===== src/rtl/sll_pkg.sv =====
// ----------------------------------------------------------------------------
// sll_pkg: shared types and constants of the small language lexer
// Token kinds, error codes, character codes, the keyword table and the
// record that carries one token from the scanner to the result queue.
// ----------------------------------------------------------------------------
`default_nettype none

package sll_pkg;

    localparam int QUEUE_DEPTH = 4;

    localparam logic [4:0] TK_END      = 5'd0;
    localparam logic [4:0] TK_KW_FIRST = 5'd1;
    localparam logic [4:0] TK_IDENT    = 5'd9;
    localparam logic [4:0] TK_NUMBER   = 5'd10;
    localparam logic [4:0] TK_LCOMMENT = 5'd11;
    localparam logic [4:0] TK_BCOMMENT = 5'd12;
    localparam logic [4:0] TK_PLUS     = 5'd13;
    localparam logic [4:0] TK_MINUS    = 5'd14;
    localparam logic [4:0] TK_STAR     = 5'd15;
    localparam logic [4:0] TK_SLASH    = 5'd16;
    localparam logic [4:0] TK_ASSIGN   = 5'd17;
    localparam logic [4:0] TK_EQUAL    = 5'd18;
    localparam logic [4:0] TK_LBRACE   = 5'd19;
    localparam logic [4:0] TK_RBRACE   = 5'd20;
    localparam logic [4:0] TK_GT       = 5'd21;
    localparam logic [4:0] TK_GE       = 5'd22;
    localparam logic [4:0] TK_LT       = 5'd23;
    localparam logic [4:0] TK_LE       = 5'd24;
    localparam logic [4:0] TK_LPAREN   = 5'd25;
    localparam logic [4:0] TK_RPAREN   = 5'd26;
    localparam logic [4:0] TK_SEMI     = 5'd27;

    localparam logic [1:0] ERR_NONE         = 2'd0;
    localparam logic [1:0] ERR_SECOND_POINT = 2'd1;
    localparam logic [1:0] ERR_NO_FRACTION  = 2'd2;

    localparam logic [7:0] CH_NEWLINE = 8'h0A;
    localparam logic [7:0] CH_HASH    = 8'h23;
    localparam logic [7:0] CH_LPAREN  = 8'h28;
    localparam logic [7:0] CH_RPAREN  = 8'h29;
    localparam logic [7:0] CH_STAR    = 8'h2A;
    localparam logic [7:0] CH_PLUS    = 8'h2B;
    localparam logic [7:0] CH_MINUS   = 8'h2D;
    localparam logic [7:0] CH_DOT     = 8'h2E;
    localparam logic [7:0] CH_SLASH   = 8'h2F;
    localparam logic [7:0] CH_DIGIT_0 = 8'h30;
    localparam logic [7:0] CH_DIGIT_9 = 8'h39;
    localparam logic [7:0] CH_SEMI    = 8'h3B;
    localparam logic [7:0] CH_LT      = 8'h3C;
    localparam logic [7:0] CH_EQ      = 8'h3D;
    localparam logic [7:0] CH_GT      = 8'h3E;
    localparam logic [7:0] CH_UPPER_A = 8'h41;
    localparam logic [7:0] CH_UPPER_Z = 8'h5A;
    localparam logic [7:0] CH_USCORE  = 8'h5F;
    localparam logic [7:0] CH_LOWER_A = 8'h61;
    localparam logic [7:0] CH_LOWER_Z = 8'h7A;
    localparam logic [7:0] CH_LBRACE  = 8'h7B;
    localparam logic [7:0] CH_RBRACE  = 8'h7D;

    // Keyword text, first character in the lowest byte.
    localparam logic [63:0] KW_TEXT [8] = '{
        64'h0000_0000_0000_6669,
        64'h0000_0000_6573_6C65,
        64'h0000_0000_6E69_616D,
        64'h0000_0065_6C69_6877,
        64'h0000_0000_0074_6E69,
        64'h0000_6E72_7574_6572,
        64'h0000_656C_6275_6F64,
        64'h006E_6165_6C6F_6F62
    };

    typedef struct packed {
        logic [4:0]  kind;
        logic [7:0]  length;
        logic [15:0] line;
        logic [1:0]  err;
        logic        last;
    } res_t;

    typedef struct packed {
        logic [1:0] count;
        res_t       first;
        res_t       second;
    } scan_out_t;

endpackage

`default_nettype wire


===== src/rtl/sll_scan.sv =====
// ----------------------------------------------------------------------------
// sll_scan: scanner state and per-character token logic
// Holds the scan state and, for the character in the input register,
// works out, combinationally, the next state and up to two finished tokens.
// ----------------------------------------------------------------------------
`default_nettype none

module sll_scan
    import sll_pkg::*;
#(
    parameter int MAX_TOKEN_LEN = 255
)
(
    input  wire logic      clk,
    input  wire logic      rst_n,
    input  wire logic      in_valid,
    input  wire logic [7:0] character,
    output scan_out_t      results
);

    localparam int CNT_W = $clog2(MAX_TOKEN_LEN + 1);

    typedef enum logic [3:0] {
        M_IDLE, M_WORD, M_NUM, M_NUMPT, M_SLASH, M_LCOM, M_BCOM, M_EQ, M_GT, M_LT
    } mode_t;

    mode_t              mode_reg,   mode_next;
    logic [63:0]        prefix_reg, prefix_next;
    logic [CNT_W-1:0]   count_reg,  count_next;
    logic [15:0]        line_reg,   line_next;
    logic               point_reg,  point_next;
    logic               star_reg,   star_next;
    logic               halted_reg, halted_next;

    logic [CNT_W-1:0]   count_inc;
    logic [15:0]        line_inc;
    logic               is_letter;
    logic               is_digit;
    logic [4:0]         word_kind;
    logic               consumed;
    logic               pend_valid;
    logic               start_valid;
    logic [4:0]         pend_kind;
    logic [7:0]         pend_len;
    logic [1:0]         pend_err;
    logic [4:0]         start_kind;
    logic [7:0]         start_len;
    logic [15:0]        emit_line;

    function automatic logic [7:0] len8(input logic [CNT_W-1:0] v);
        logic [7:0] r;
        if (32'(v) > 32'd255)
        begin
            r = 8'hFF;
        end
        else
        begin
            r = 8'(v);
        end
        return r;
    endfunction

    assign count_inc = (32'(count_reg) < MAX_TOKEN_LEN) ? count_reg + CNT_W'(1) : count_reg;
    assign line_inc  = (line_reg != 16'hFFFF) ? line_reg + 16'd1 : line_reg;
    assign is_letter = (character >= CH_LOWER_A && character <= CH_LOWER_Z)
                    || (character >= CH_UPPER_A && character <= CH_UPPER_Z)
                    || (character == CH_USCORE);
    assign is_digit  = (character >= CH_DIGIT_0 && character <= CH_DIGIT_9);

    always_comb
    begin
        word_kind = TK_IDENT;
        if (32'(count_reg) <= 32'd8)
        begin
            for (int k = 0; k < 8; k++)
            begin
                if (prefix_reg == KW_TEXT[k])
                begin
                    word_kind = TK_KW_FIRST + 5'(k);
                end
            end
        end
    end

    always_comb
    begin
        mode_next   = mode_reg;
        prefix_next = prefix_reg;
        count_next  = count_reg;
        line_next   = line_reg;
        point_next  = point_reg;
        star_next   = star_reg;
        halted_next = halted_reg;
        consumed    = 1'b0;
        pend_valid  = 1'b0;
        pend_kind   = TK_END;
        pend_len    = 8'd0;
        pend_err    = ERR_NONE;
        start_valid = 1'b0;
        start_kind  = TK_END;
        start_len   = 8'd0;
        emit_line   = line_reg;

        if (in_valid && !halted_reg)
        begin
            // Finish or extend the pending token, using this character as lookahead.
            unique case (mode_reg)
                M_WORD:
                begin
                    if (is_letter || is_digit)
                    begin
                        for (int i = 0; i < 8; i++)
                        begin
                            if (count_reg == CNT_W'(i))
                            begin
                                prefix_next[8*i +: 8] = character;
                            end
                        end
                        count_next = count_inc;
                        consumed   = 1'b1;
                    end
                    else
                    begin
                        pend_valid = 1'b1;
                        pend_kind  = word_kind;
                        pend_len   = len8(count_reg);
                    end
                end
                M_NUM, M_NUMPT:
                begin
                    if (is_digit)
                    begin
                        count_next = count_inc;
                        mode_next  = M_NUM;
                        consumed   = 1'b1;
                    end
                    else if (character == CH_DOT)
                    begin
                        count_next = count_inc;
                        consumed   = 1'b1;
                        if (point_reg)
                        begin
                            pend_valid  = 1'b1;
                            pend_kind   = TK_NUMBER;
                            pend_len    = len8(count_inc);
                            pend_err    = ERR_SECOND_POINT;
                            halted_next = 1'b1;
                        end
                        else
                        begin
                            point_next = 1'b1;
                            mode_next  = M_NUMPT;
                        end
                    end
                    else if (mode_reg == M_NUMPT)
                    begin
                        pend_valid  = 1'b1;
                        pend_kind   = TK_NUMBER;
                        pend_len    = len8(count_reg);
                        pend_err    = ERR_NO_FRACTION;
                        halted_next = 1'b1;
                        consumed    = 1'b1;
                    end
                    else
                    begin
                        pend_valid = 1'b1;
                        pend_kind  = TK_NUMBER;
                        pend_len   = len8(count_reg);
                    end
                end
                M_SLASH:
                begin
                    if (character == CH_SLASH || character == CH_STAR)
                    begin
                        count_next = CNT_W'(2);
                        star_next  = 1'b0;
                        mode_next  = (character == CH_SLASH) ? M_LCOM : M_BCOM;
                        consumed   = 1'b1;
                    end
                    else
                    begin
                        pend_valid = 1'b1;
                        pend_kind  = TK_SLASH;
                        pend_len   = 8'd1;
                    end
                end
                M_LCOM:
                begin
                    if (character == CH_HASH)
                    begin
                        pend_valid = 1'b1;
                        pend_kind  = TK_LCOMMENT;
                        pend_len   = len8(count_reg);
                    end
                    else if (character == CH_NEWLINE)
                    begin
                        line_next  = line_inc;
                        pend_valid = 1'b1;
                        pend_kind  = TK_LCOMMENT;
                        pend_len   = len8(count_reg);
                        mode_next  = M_IDLE;
                        consumed   = 1'b1;
                    end
                    else
                    begin
                        count_next = count_inc;
                        consumed   = 1'b1;
                    end
                end
                M_BCOM:
                begin
                    if (character == CH_HASH)
                    begin
                        pend_valid = 1'b1;
                        pend_kind  = TK_BCOMMENT;
                        pend_len   = len8(count_reg);
                    end
                    else
                    begin
                        count_next = count_inc;
                        consumed   = 1'b1;
                        if (star_reg && character == CH_SLASH)
                        begin
                            pend_valid = 1'b1;
                            pend_kind  = TK_BCOMMENT;
                            pend_len   = len8(count_inc);
                            mode_next  = M_IDLE;
                        end
                        else
                        begin
                            star_next = (character == CH_STAR);
                            if (character == CH_NEWLINE)
                            begin
                                line_next = line_inc;
                            end
                        end
                    end
                end
                M_EQ, M_GT, M_LT:
                begin
                    pend_valid = 1'b1;
                    pend_kind  = (mode_reg == M_EQ) ? TK_ASSIGN :
                                 (mode_reg == M_GT) ? TK_GT : TK_LT;
                    pend_len   = 8'd1;
                    mode_next  = M_IDLE;
                    if (character == CH_EQ)
                    begin
                        pend_kind = pend_kind + 5'd1;
                        pend_len  = 8'd2;
                        consumed  = 1'b1;
                    end
                end
                default:
                begin
                end
            endcase

            emit_line = line_next;

            // The character was not taken by the pending token, so it may start one.
            if (!consumed)
            begin
                mode_next = M_IDLE;
                if (character == CH_HASH)
                begin
                    start_valid = 1'b1;
                    start_kind  = TK_END;
                    halted_next = 1'b1;
                end
                else if (character == CH_NEWLINE)
                begin
                    line_next = line_inc;
                end
                else if (is_letter)
                begin
                    mode_next   = M_WORD;
                    count_next  = CNT_W'(1);
                    prefix_next = {56'd0, character};
                end
                else if (is_digit)
                begin
                    mode_next  = M_NUM;
                    count_next = CNT_W'(1);
                    point_next = 1'b0;
                end
                else if (character == CH_SLASH)
                begin
                    mode_next = M_SLASH;
                end
                else if (character == CH_EQ)
                begin
                    mode_next = M_EQ;
                end
                else if (character == CH_GT)
                begin
                    mode_next = M_GT;
                end
                else if (character == CH_LT)
                begin
                    mode_next = M_LT;
                end
                else
                begin
                    start_len = 8'd1;
                    unique case (character)
                        CH_PLUS:   begin start_valid = 1'b1; start_kind = TK_PLUS;   end
                        CH_MINUS:  begin start_valid = 1'b1; start_kind = TK_MINUS;  end
                        CH_STAR:   begin start_valid = 1'b1; start_kind = TK_STAR;   end
                        CH_LBRACE: begin start_valid = 1'b1; start_kind = TK_LBRACE; end
                        CH_RBRACE: begin start_valid = 1'b1; start_kind = TK_RBRACE; end
                        CH_LPAREN: begin start_valid = 1'b1; start_kind = TK_LPAREN; end
                        CH_RPAREN: begin start_valid = 1'b1; start_kind = TK_RPAREN; end
                        CH_SEMI:   begin start_valid = 1'b1; start_kind = TK_SEMI;   end
                        default:
                        begin
                        end
                    endcase
                end
            end
        end
    end

    always_comb
    begin
        results.count       = 2'({1'b0, pend_valid} + {1'b0, start_valid});
        results.second.kind   = start_kind;
        results.second.length = start_len;
        results.second.line   = emit_line;
        results.second.err    = ERR_NONE;
        results.second.last   = 1'b1;
        if (pend_valid)
        begin
            results.first.kind   = pend_kind;
            results.first.length = pend_len;
            results.first.line   = emit_line;
            results.first.err    = pend_err;
            results.first.last   = !start_valid;
        end
        else
        begin
            results.first = results.second;
        end
    end

    always_ff @(posedge clk or negedge rst_n)
    begin
        if (!rst_n)
        begin
            mode_reg   <= M_IDLE;
            prefix_reg <= 64'd0;
            count_reg  <= '0;
            line_reg   <= 16'd1;
            point_reg  <= 1'b0;
            star_reg   <= 1'b0;
            halted_reg <= 1'b0;
        end
        else
        begin
            mode_reg   <= mode_next;
            prefix_reg <= prefix_next;
            count_reg  <= count_next;
            line_reg   <= line_next;
            point_reg  <= point_next;
            star_reg   <= star_next;
            halted_reg <= halted_next;
        end
    end

endmodule

`default_nettype wire


===== src/rtl/sll_queue.sv =====
// ----------------------------------------------------------------------------
// sll_queue: result queue of the small language lexer
// A short shifting queue that takes up to two tokens a cycle and hands
// them out one per transfer, head always in the first entry.
// ----------------------------------------------------------------------------
`default_nettype none

module sll_queue
    import sll_pkg::*;
(
    input  wire logic      clk,
    input  wire logic      rst_n,
    input  wire scan_out_t push,
    output logic [2:0]     count,
    output logic           head_valid,
    input  wire logic      head_ready,
    output res_t           head
);

    res_t       entry_reg [QUEUE_DEPTH];
    res_t       entry_next [QUEUE_DEPTH];
    logic [2:0] count_reg, count_next;
    logic [2:0] base;
    logic       pop;

    assign pop        = (count_reg != 3'd0) && head_ready;
    assign base       = count_reg - {2'd0, pop};
    assign count_next = base + {1'b0, push.count};

    always_comb
    begin
        for (int i = 0; i < QUEUE_DEPTH; i++)
        begin
            entry_next[i] = entry_reg[i];
        end
        if (pop)
        begin
            for (int i = 0; i < QUEUE_DEPTH - 1; i++)
            begin
                entry_next[i] = entry_reg[i + 1];
            end
        end
        for (int i = 0; i < QUEUE_DEPTH; i++)
        begin
            if (push.count != 2'd0 && base == 3'(i))
            begin
                entry_next[i] = push.first;
            end
            if (push.count == 2'd2 && base + 3'd1 == 3'(i))
            begin
                entry_next[i] = push.second;
            end
        end
    end

    always_ff @(posedge clk)
    begin
        for (int i = 0; i < QUEUE_DEPTH; i++)
        begin
            entry_reg[i] <= entry_next[i];
        end
    end

    always_ff @(posedge clk or negedge rst_n)
    begin
        if (!rst_n)
        begin
            count_reg <= 3'd0;
        end
        else
        begin
            count_reg <= count_next;
        end
    end

    assign count      = count_reg;
    assign head_valid = (count_reg != 3'd0);
    assign head       = entry_reg[0];

endmodule

`default_nettype wire


===== src/rtl/small_language_lexer.sv =====
// ----------------------------------------------------------------------------
// small_language_lexer: streaming lexer for a small C-like language
// Takes one source character per transfer and emits keyword, identifier,
// number, comment, operator and end tokens with their length and line.
// ----------------------------------------------------------------------------
// Usage
//   s_axis carries one source byte per transfer in tdata.  m_axis carries
//   one token per transfer; tlast marks the final token caused by one byte.
//   A token is known only when the byte after it arrives.  The byte that
//   ends it is held in the input register, and the token is then stored in
//   the result queue before it appears on m_axis.
//   Throughput is one character per cycle while the queue has room.  A byte
//   that ends a token and starts an operator yields two tokens, which leave
//   at one per cycle while m_axis_tready is high; the four-entry result queue
//   then fills and s_axis_tready drops until it has room for two more tokens.
//   While m_axis_tready is low tokens wait in the queue and input stops once
//   it is nearly full; no token is lost.  After '#' or a malformed number the
//   lexer keeps taking bytes but drops them until reset.  Reset empties the
//   queue, sets the line to one and returns the scanner to idle.
// ----------------------------------------------------------------------------
`default_nettype none

module small_language_lexer
    import sll_pkg::*;
#(
    parameter int MAX_TOKEN_LEN = 255
)
(
    input  wire logic        clk,
    input  wire logic        rst_n,
    input  wire logic        s_axis_tvalid,
    output logic             s_axis_tready,
    input  wire logic [7:0]  s_axis_tdata,   // [7:0] character
    output logic             m_axis_tvalid,
    input  wire logic        m_axis_tready,
    output logic [31:0]      m_axis_tdata,   // [4:0] token_kind, [12:5] token_length,
                                             // [28:13] line_number, [30:29] error_code
    output logic             m_axis_tlast
);

    logic       valid_reg;
    logic [7:0] char_reg;
    logic [2:0] queue_count;
    scan_out_t  scan_results;
    res_t       head;

    assign s_axis_tready = ({1'b0, queue_count} + {2'd0, scan_results.count})
                           <= 4'(QUEUE_DEPTH - 2);

    always_ff @(posedge clk or negedge rst_n)
    begin
        if (!rst_n)
        begin
            valid_reg <= 1'b0;
        end
        else
        begin
            valid_reg <= s_axis_tvalid && s_axis_tready;
        end
    end

    always_ff @(posedge clk)
    begin
        if (s_axis_tvalid && s_axis_tready)
        begin
            char_reg <= s_axis_tdata;
        end
    end

    sll_scan #(
        .MAX_TOKEN_LEN (MAX_TOKEN_LEN)
    ) u_scan (
        .clk       (clk),
        .rst_n     (rst_n),
        .in_valid  (valid_reg),
        .character (char_reg),
        .results   (scan_results)
    );

    sll_queue u_queue (
        .clk        (clk),
        .rst_n      (rst_n),
        .push       (scan_results),
        .count      (queue_count),
        .head_valid (m_axis_tvalid),
        .head_ready (m_axis_tready),
        .head       (head)
    );

    assign m_axis_tdata = {1'b0, head.err, head.line, head.length, head.kind};
    assign m_axis_tlast = head.last;

endmodule

`default_nettype wire

===== config.mk =====
export PLATFORM = sky130hd
export DESIGN_NAME = small_language_lexer
export DESIGN_NICKNAME = d
export VERILOG_FILES = /design/src/rtl/sll_pkg.sv /design/src/rtl/sll_scan.sv /design/src/rtl/sll_queue.sv /design/src/rtl/small_language_lexer.sv
export SDC_FILE = /design/constraint.sdc
export NUM_CORES = 1
export LEC_CHECK = 0
export BUFFER_PORTS_ARGS = -buffer_cell sky130_fd_sc_hd__clkbuf_2
export CAP_MARGIN = 0
export CORE_MARGIN = 3
export CORE_UTILIZATION = 65
export CTS_CLUSTER_DIAMETER = 60
export DETAILED_ROUTE_END_ITERATION = 6
export GPL_TIMING_DRIVEN = 0
export PLACE_DENSITY_LB_ADDON = 0.15
export SLEW_MARGIN = 20
export SYNTH_ARGS = -nofsm -noshare
export SYNTH_HDL_FRONTEND = slang
export SYNTH_SLANG_ARGS = --single-unit

===== constraint.sdc =====
create_clock -name clk -period 7.2 [get_ports clk]
set_input_delay 2.16 -clock clk [delete_from_list [all_inputs] [get_ports clk]]
set_output_delay 2.16 -clock clk [all_outputs]
set_load 0.05 [all_outputs]

# Word level (Yosys, flattened, before mapping)

Memories as Yosys holds them, arrays and structs flattened.
Index checks and enable logic that the tools add are counted.

Register bits after elaboration: 107
Bits in writable memories: 128
Input port bits: 12
Output and inout bits: 35
Word-level logic and storage cells: 299
Memories: 1

Memory list:

| memory            | words | width | read ports | clocked after Yosys merged registers in | wr ports | line            | text |
|---|---|---|---|---|---|---|---|
| u_queue.entry_reg | 4     | 32    | 4          | 0                                       | 4        | sll_queue.sv:20 | `res_t entry_reg [QUEUE_DEPTH];` |

Add/subtract/negate cells: 8
Order comparisons: 9
Equality and inequality tests: 59
Muxes and demuxes: 179
Reductions and logical operators: 33

Operators by type and width:

| kind                                                   | count |
|---|---|
| 2-to-1 mux 64 bit                                      | 6 |
| 2-to-1 mux 8 bit                                       | 39 |
| 2-to-1 mux 32 bit                                      | 9 |
| 2-to-1 mux 16 bit                                      | 9 |
| equality test 64 x 31 -> 1 bit (second input constant) | 2 |
| equality test 64 x 47 -> 1 bit (second input constant) | 2 |
| 2-to-1 mux 4 bit                                       | 30 |
| equality test 8 x 6 -> 1 bit (second input constant)   | 12 |
| 2-to-1 mux 96 bit                                      | 1 |
| 2-to-1 mux 5 bit                                       | 18 |
| equality test 64 x 15 -> 1 bit (second input constant) | 1 |
| equality test 64 x 23 -> 1 bit (second input constant) | 1 |
| equality test 64 x 39 -> 1 bit (second input constant) | 1 |
| equality test 64 x 55 -> 1 bit (second input constant) | 1 |
| 2-to-1 mux 1 bit                                       | 50 |
| case mux 8 bit (6 select lines)                        | 1 |
| case mux 5 bit (8 select lines)                        | 1 |
| case mux 8 bit (5 select lines)                        | 1 |
| equality test 8 x 3 -> 1 bit (second input constant)   | 4 |
| case mux 16 bit (2 select lines)                       | 1 |
| case mux 5 bit (6 select lines)                        | 1 |
| equality test 8 x 7 -> 1 bit (second input constant)   | 3 |
| case mux 4 bit (5 select lines)                        | 1 |
| adder 16 x 1 -> 16 bit (second input constant)         | 1 |
| other kinds (48)                                       | 92 |

# Depth between registers and ports, before layout

Depth in word-level cells: 18
Mapped depth: 17

# Modules after synthesis

A second synthesis with hierarchy kept.

Cells, all modules: 1,586
Area, all modules: 14,724.1 sq um

By module, submodules not included:

| module               | times used | cells an instance | area an instance (sq um) |
|---|---|---|---|
| sll_queue            | 1          | 703               | 7,382.1 |
| sll_scan             | 1          | 861               | 6,980.4 |
| small_language_lexer | 1          | 22                | 361.6 |

# Least setup slack after synthesis

No wires, ideal clock.

Path kind: register to output
Start: reg char_reg[4]
End: out s_axis_tready
Arrival: 4.155 ns
Data required time: 5.040 ns
Slack: 0.885 ns
Cell stages (with the launch flop): 15
Buffers on the path: 0
Cell sequence: edfxtp_1 or4b_4 nor3_4 o221a_2 o211a_4 nand2_1 nor2_1 inv_1 ha_1 ha_1 inv_1 fa_1 a2111oi_0 a21oi_1 a21oi_1

Word-level cells in the longest chain between the ends: 16
Elaborated cells between the ends (all ways): 63
Classes of those cells: add/sub: 2; order compare: 7; eq/ne: 16; mux: 29; reduce/logical: 9

Ends and longest elaborated chain:

| what                                                       | line                       | text |
|---|---|---|
| start: declaration                                         | small_language_lexer.sv:42 | `logic [7:0] char_reg;` |
| start signal: assignment                                   | small_language_lexer.sv:66 | `char_reg <= s_axis_tdata;` |
| equality test 8 x 6 -> 1 bit, or another cell as far along | sll_scan.sv:305            | `unique case (character)` |
| OR reduction 8 bit (no source line)                        | n/a                        |  |
| 2-to-1 mux 1 bit                                           | sll_scan.sv:305            |  |
| 2-to-1 mux 1 bit                                           | sll_scan.sv:298            | `else if (character == CH_LT)` |
| 2-to-1 mux 1 bit                                           | sll_scan.sv:294            | `else if (character == CH_GT)` |
| 2-to-1 mux 1 bit                                           | sll_scan.sv:290            | `else if (character == CH_EQ)` |
| 2-to-1 mux 1 bit                                           | sll_scan.sv:286            | `else if (character == CH_SLASH)` |
| 2-to-1 mux 1 bit                                           | sll_scan.sv:280            | `else if (is_digit)` |
| 2-to-1 mux 1 bit                                           | sll_scan.sv:274            | `else if (is_letter)` |
| 2-to-1 mux 1 bit                                           | sll_scan.sv:270            | `else if (character == CH_NEWLINE)` |
| 2-to-1 mux 1 bit                                           | sll_scan.sv:264            | `if (character == CH_HASH)` |
| 2-to-1 mux 1 bit                                           | sll_scan.sv:261            | `if (!consumed)` |
| 2-to-1 mux 1 bit                                           | sll_scan.sv:104            | `if (in_valid && !halted_reg)` |
| adder 1 x 1 -> 2 bit (*)                                   | sll_scan.sv:325            | `results.count = 2'({1'b0, pend_valid} + {1'b0, start_valid});` |
| adder 3 x 2 -> 4 bit (*)                                   | small_language_lexer.sv:47 | `assign s_axis_tready = ({1'b0, queue_count} + {2'd0, scan_results.count})` |
| less-or-equal comparator 4 x 2 -> 1 bit (*)                | small_language_lexer.sv:48 | `<= 4'(QUEUE_DEPTH - 2);` |
| end: declaration                                           | small_language_lexer.sv:32 | `output logic s_axis_tready,` |

Mark *: on every way between the ends. The rest lies on a longest branch, timed or not. The select of a mux whose other input is x is not followed.

# Worst setup path in the final report

Start: reg char_reg[2]
End: out s_axis_tready

Same word-level chain as after synthesis.

==> run metrics <==
first-pass GRT wire length 53630 um; synthesized cell area 12320 um2; root buffer cell sky130_fd_sc_hd__clkbuf_16; via count of the routed design between 10000 and 15000; post-placement worst setup slack -16.80 ps; estimated wirelength of the detail-placed design 24380 um; detailed-route DRC error count 0; CP max FO 11; number of core rows 49; insertion delay to the later sink of the worst-skew pair 530 ps; number of antenna-violating nets in the routed design 0; worst-margin pin slew 1027 ps; diodes inserted 0; share of the core filled with cells in the final layout 0.7511; unique cell type count in the Yosys netlist 101; fin crit share 0.9662; crit path capture type primary output; final routed wire length divided by cell count roughly 21 um; logic gate share of total power 0.322; sum of internal, switching and leakage power 4.435 mW; number of clock sinks seen by CTS ~240; CTS tree done; Setup WS post-layout between 200 and 250 ps; fill cell count between 1000 and 1500; class of the tightest hold or removal check register to register; most frequent cells in the layout sky130_fd_sc_hd__nand2_1, sky130_fd_sc_hd__nor2_1, sky130_fd_sc_hd__dfrtp_1; die width roughly 140 um; effective utilization at floorplan 0.6746; worst supply voltage drop on vdd about 0.25 mV; register bit count reported by yosys 235; sequential share of power 0.421; required time at the worst-slack endpoint just over 5000 ps; post-synthesis sequential area ratio 0.5000; Pins Over Slew Limit 0; Layout Nets approximately 1400; maximum number of pins on one net before global-route repair 52; maxcap violations 0; flip-flop count of the largest register, all copies and words added 128; switching share of power 0.3683; count of flip-flops with a built-in enable after synthesis 96; most frequent standard cell in the layout excluding fill and tap cells sky130_fd_sc_hd__nand2_1; unrepaired setup endpoints after global routing false; number of detailed-route iterations in the first pass 6; clock period minus final worst setup slack 6957 ps; Mapped Cells 1254; depth of the CTS H-tree 1; core area 18270 um2; async set-or-reset flop fraction in the synthesized netlist 0.4213; initial antenna violation count 0; vias per cell 6.706; worst reg-to-reg path cell count 13; Setup Skew 18.56 ps; wire length reported by the detailed router 33810 um; all-layer global routing usage 0.3274; type of the worst setup path register to primary output; internal power of the cells 2.802 mW; CTS max path bufs 3; Worst Hold Depth 2; share of post-route cells with drive strength above 1 0.1167; final number of setup-violating endpoints 0; endpoint arrival time on the critical path 4800 ps; count of final hold-check violations 0; mean post-synth cell area 9.828 um2; TritonCTS buffer count 25; result of the run complete, no violations; portion of total power attributed to the clock network 0.258; detailed router's first-iteration violation count 1211; die height between 100 and 150 um; Port Buffer Count 45; via count of the first global-routing pass 9973; element type at the critical path start register; Most used DFF post-synth sky130_fd_sc_hd__dfrtp_1; power spent charging and discharging nets 1.633 mW; leakage power 5.565 nW; PD cells 323.2 nW/um2; final estimated routing congestion in global placement 0.9893; number of buffers inserted for hold repair after clock tree synthesis 0; highest achievable clock rate 0.1437 GHz; grt total ovfl 0; clock-pin slew on the worst setup and hold paths ~60 ps; count of pins on the block boundary 47; layout-stage area growth over the synthesis result 11.35%; nets in the synthesized netlist 1282; Ys Warns 0; Max transition margin 0.3092; DIE AREA 20650 um2
-- critical path: stages (launching register included) --
cell                        delay, ps
sky130_fd_sc_hd__edfxtp_1         410
sky130_fd_sc_hd__buf_2            210
sky130_fd_sc_hd__or4b_1           650
sky130_fd_sc_hd__a211oi_4         330
sky130_fd_sc_hd__o21ai_2          120
sky130_fd_sc_hd__nand4bb_4        150
sky130_fd_sc_hd__nand2_4          140
sky130_fd_sc_hd__inv_2            190
sky130_fd_sc_hd__buf_4            190
sky130_fd_sc_hd__ha_1             270
sky130_fd_sc_hd__inv_2            120
sky130_fd_sc_hd__fa_1             430
sky130_fd_sc_hd__a2111oi_1        430
sky130_fd_sc_hd__a21oi_1          110
sky130_fd_sc_hd__a21oi_2          120
sky130_fd_sc_hd__buf_4            160
sky130_fd_sc_hd__clkbuf_4         230
-- power groups by stage --
stage / clock network (mW) / logic [mW] / registers [mW]
4_1_cts: 1.16 / 1.39 / 1.86
3_3_place_gp: 0 / 1.32 / 1.87
6_report: 1.14 / 1.43 / 1.87
5_1_grt: 1.21 / 1.54 / 1.90
3_5_place_dp: 0 / 1.35 / 1.88
2_1_floorplan: 0 / 0.828 / 2.05
-- synthesized netlist by cell type, drive strengths merged, types with 22 or more instances --
master,number,share of area
a211oi,32,0.021
a21oi,80,0.033
a22o,37,0.026
and3,22,0.011
clkbuf,53,0.016
dfrtp,98,0.20
dfxtp,40,0.065
edfxtp,96,0.23
inv,27,0.0082
nand2,161,0.050
nand3,55,0.022
nand4,24,0.012
nor2,120,0.037
nor3,27,0.014
nor4,25,0.013
o21ai,70,0.029
-- cell type report --
class	count	area, um2	area share
plain buffers	71	294.0	0.02143
clock inverters	12	55.05	0.004012
inverters	27	101.3	0.007385
flip-flops and latches	235	6162	0.4490
well taps	229	286.5	0.02088
clock buffers	33	655.6	0.04778
repair buffers	55	331.6	0.02416
multi-input cells	921	5837	0.4253
-- stage by stage --
stage	hold WS, ps	setup TNS (ps)	std cells	area [um2]
finish	454.8	0	1583	13720
global placement	434.3	0	1528	12840
global route	480.0	0	1583	13720
detailed placement	443.7	-16.80	1529	12870
floorplan	424.9	0	1254	12320
CTS	456.9	0	1577	13620
-- final timing paths --
path	start	endpoint	slack, ps
min	u_queue.entry_reg[3][1]	u_queue.entry_reg[3][1]	450
min reg2reg	u_queue.entry_reg[3][1]	u_queue.entry_reg[3][1]	450
max	char_reg[2]	s_axis_tready	240
min in group asynchronous	rst_n	u_scan.prefix_reg[38]	1590
max reg2reg	char_reg[6]	u_queue.entry_reg[1][8]	2220
max in group asynchronous	rst_n	u_scan.mode_reg[1]	5010
-- cells by family after synthesis --
family | after synthesis | synth area share
AOI/OAI and AO/OA | 323 | 0.1861
buffers and inverters | 98 | 0.03208
adders and majority gates | 16 | 0.01746
and+or+nand+nor | 534 | 0.2269
DFF | 235 | 0.5000
xor gates and xnor gates | 25 | 0.01777
muxes | 22 | 0.01939
other | 1 | 0.0003043
-- routing by layer --
| layer | GRT usage | up-vias | part of all wire |
|---|---|---|---|
| met5 | 0 | - | 0 |
| met4 | 0.1016 | 0 | 0.031 |
| met3 | 0.05225 | 93 | 0.092 |
| met2 | 0.5068 | 548 | 0.46 |
| met1 | 0.4802 | 5122 | 0.42 |
| li1 | - | 4852 | - |
-- timing repair --
item / in CTS / in global routing
hold endpoints to repair: 0 / 0
buffers inserted: 3 / 6
endpoints found under the setup margin: 1 / 1
gates resized for setup: 5 / 10
pin swaps: 1 / 3
Power figures use the tool's default switching activity.
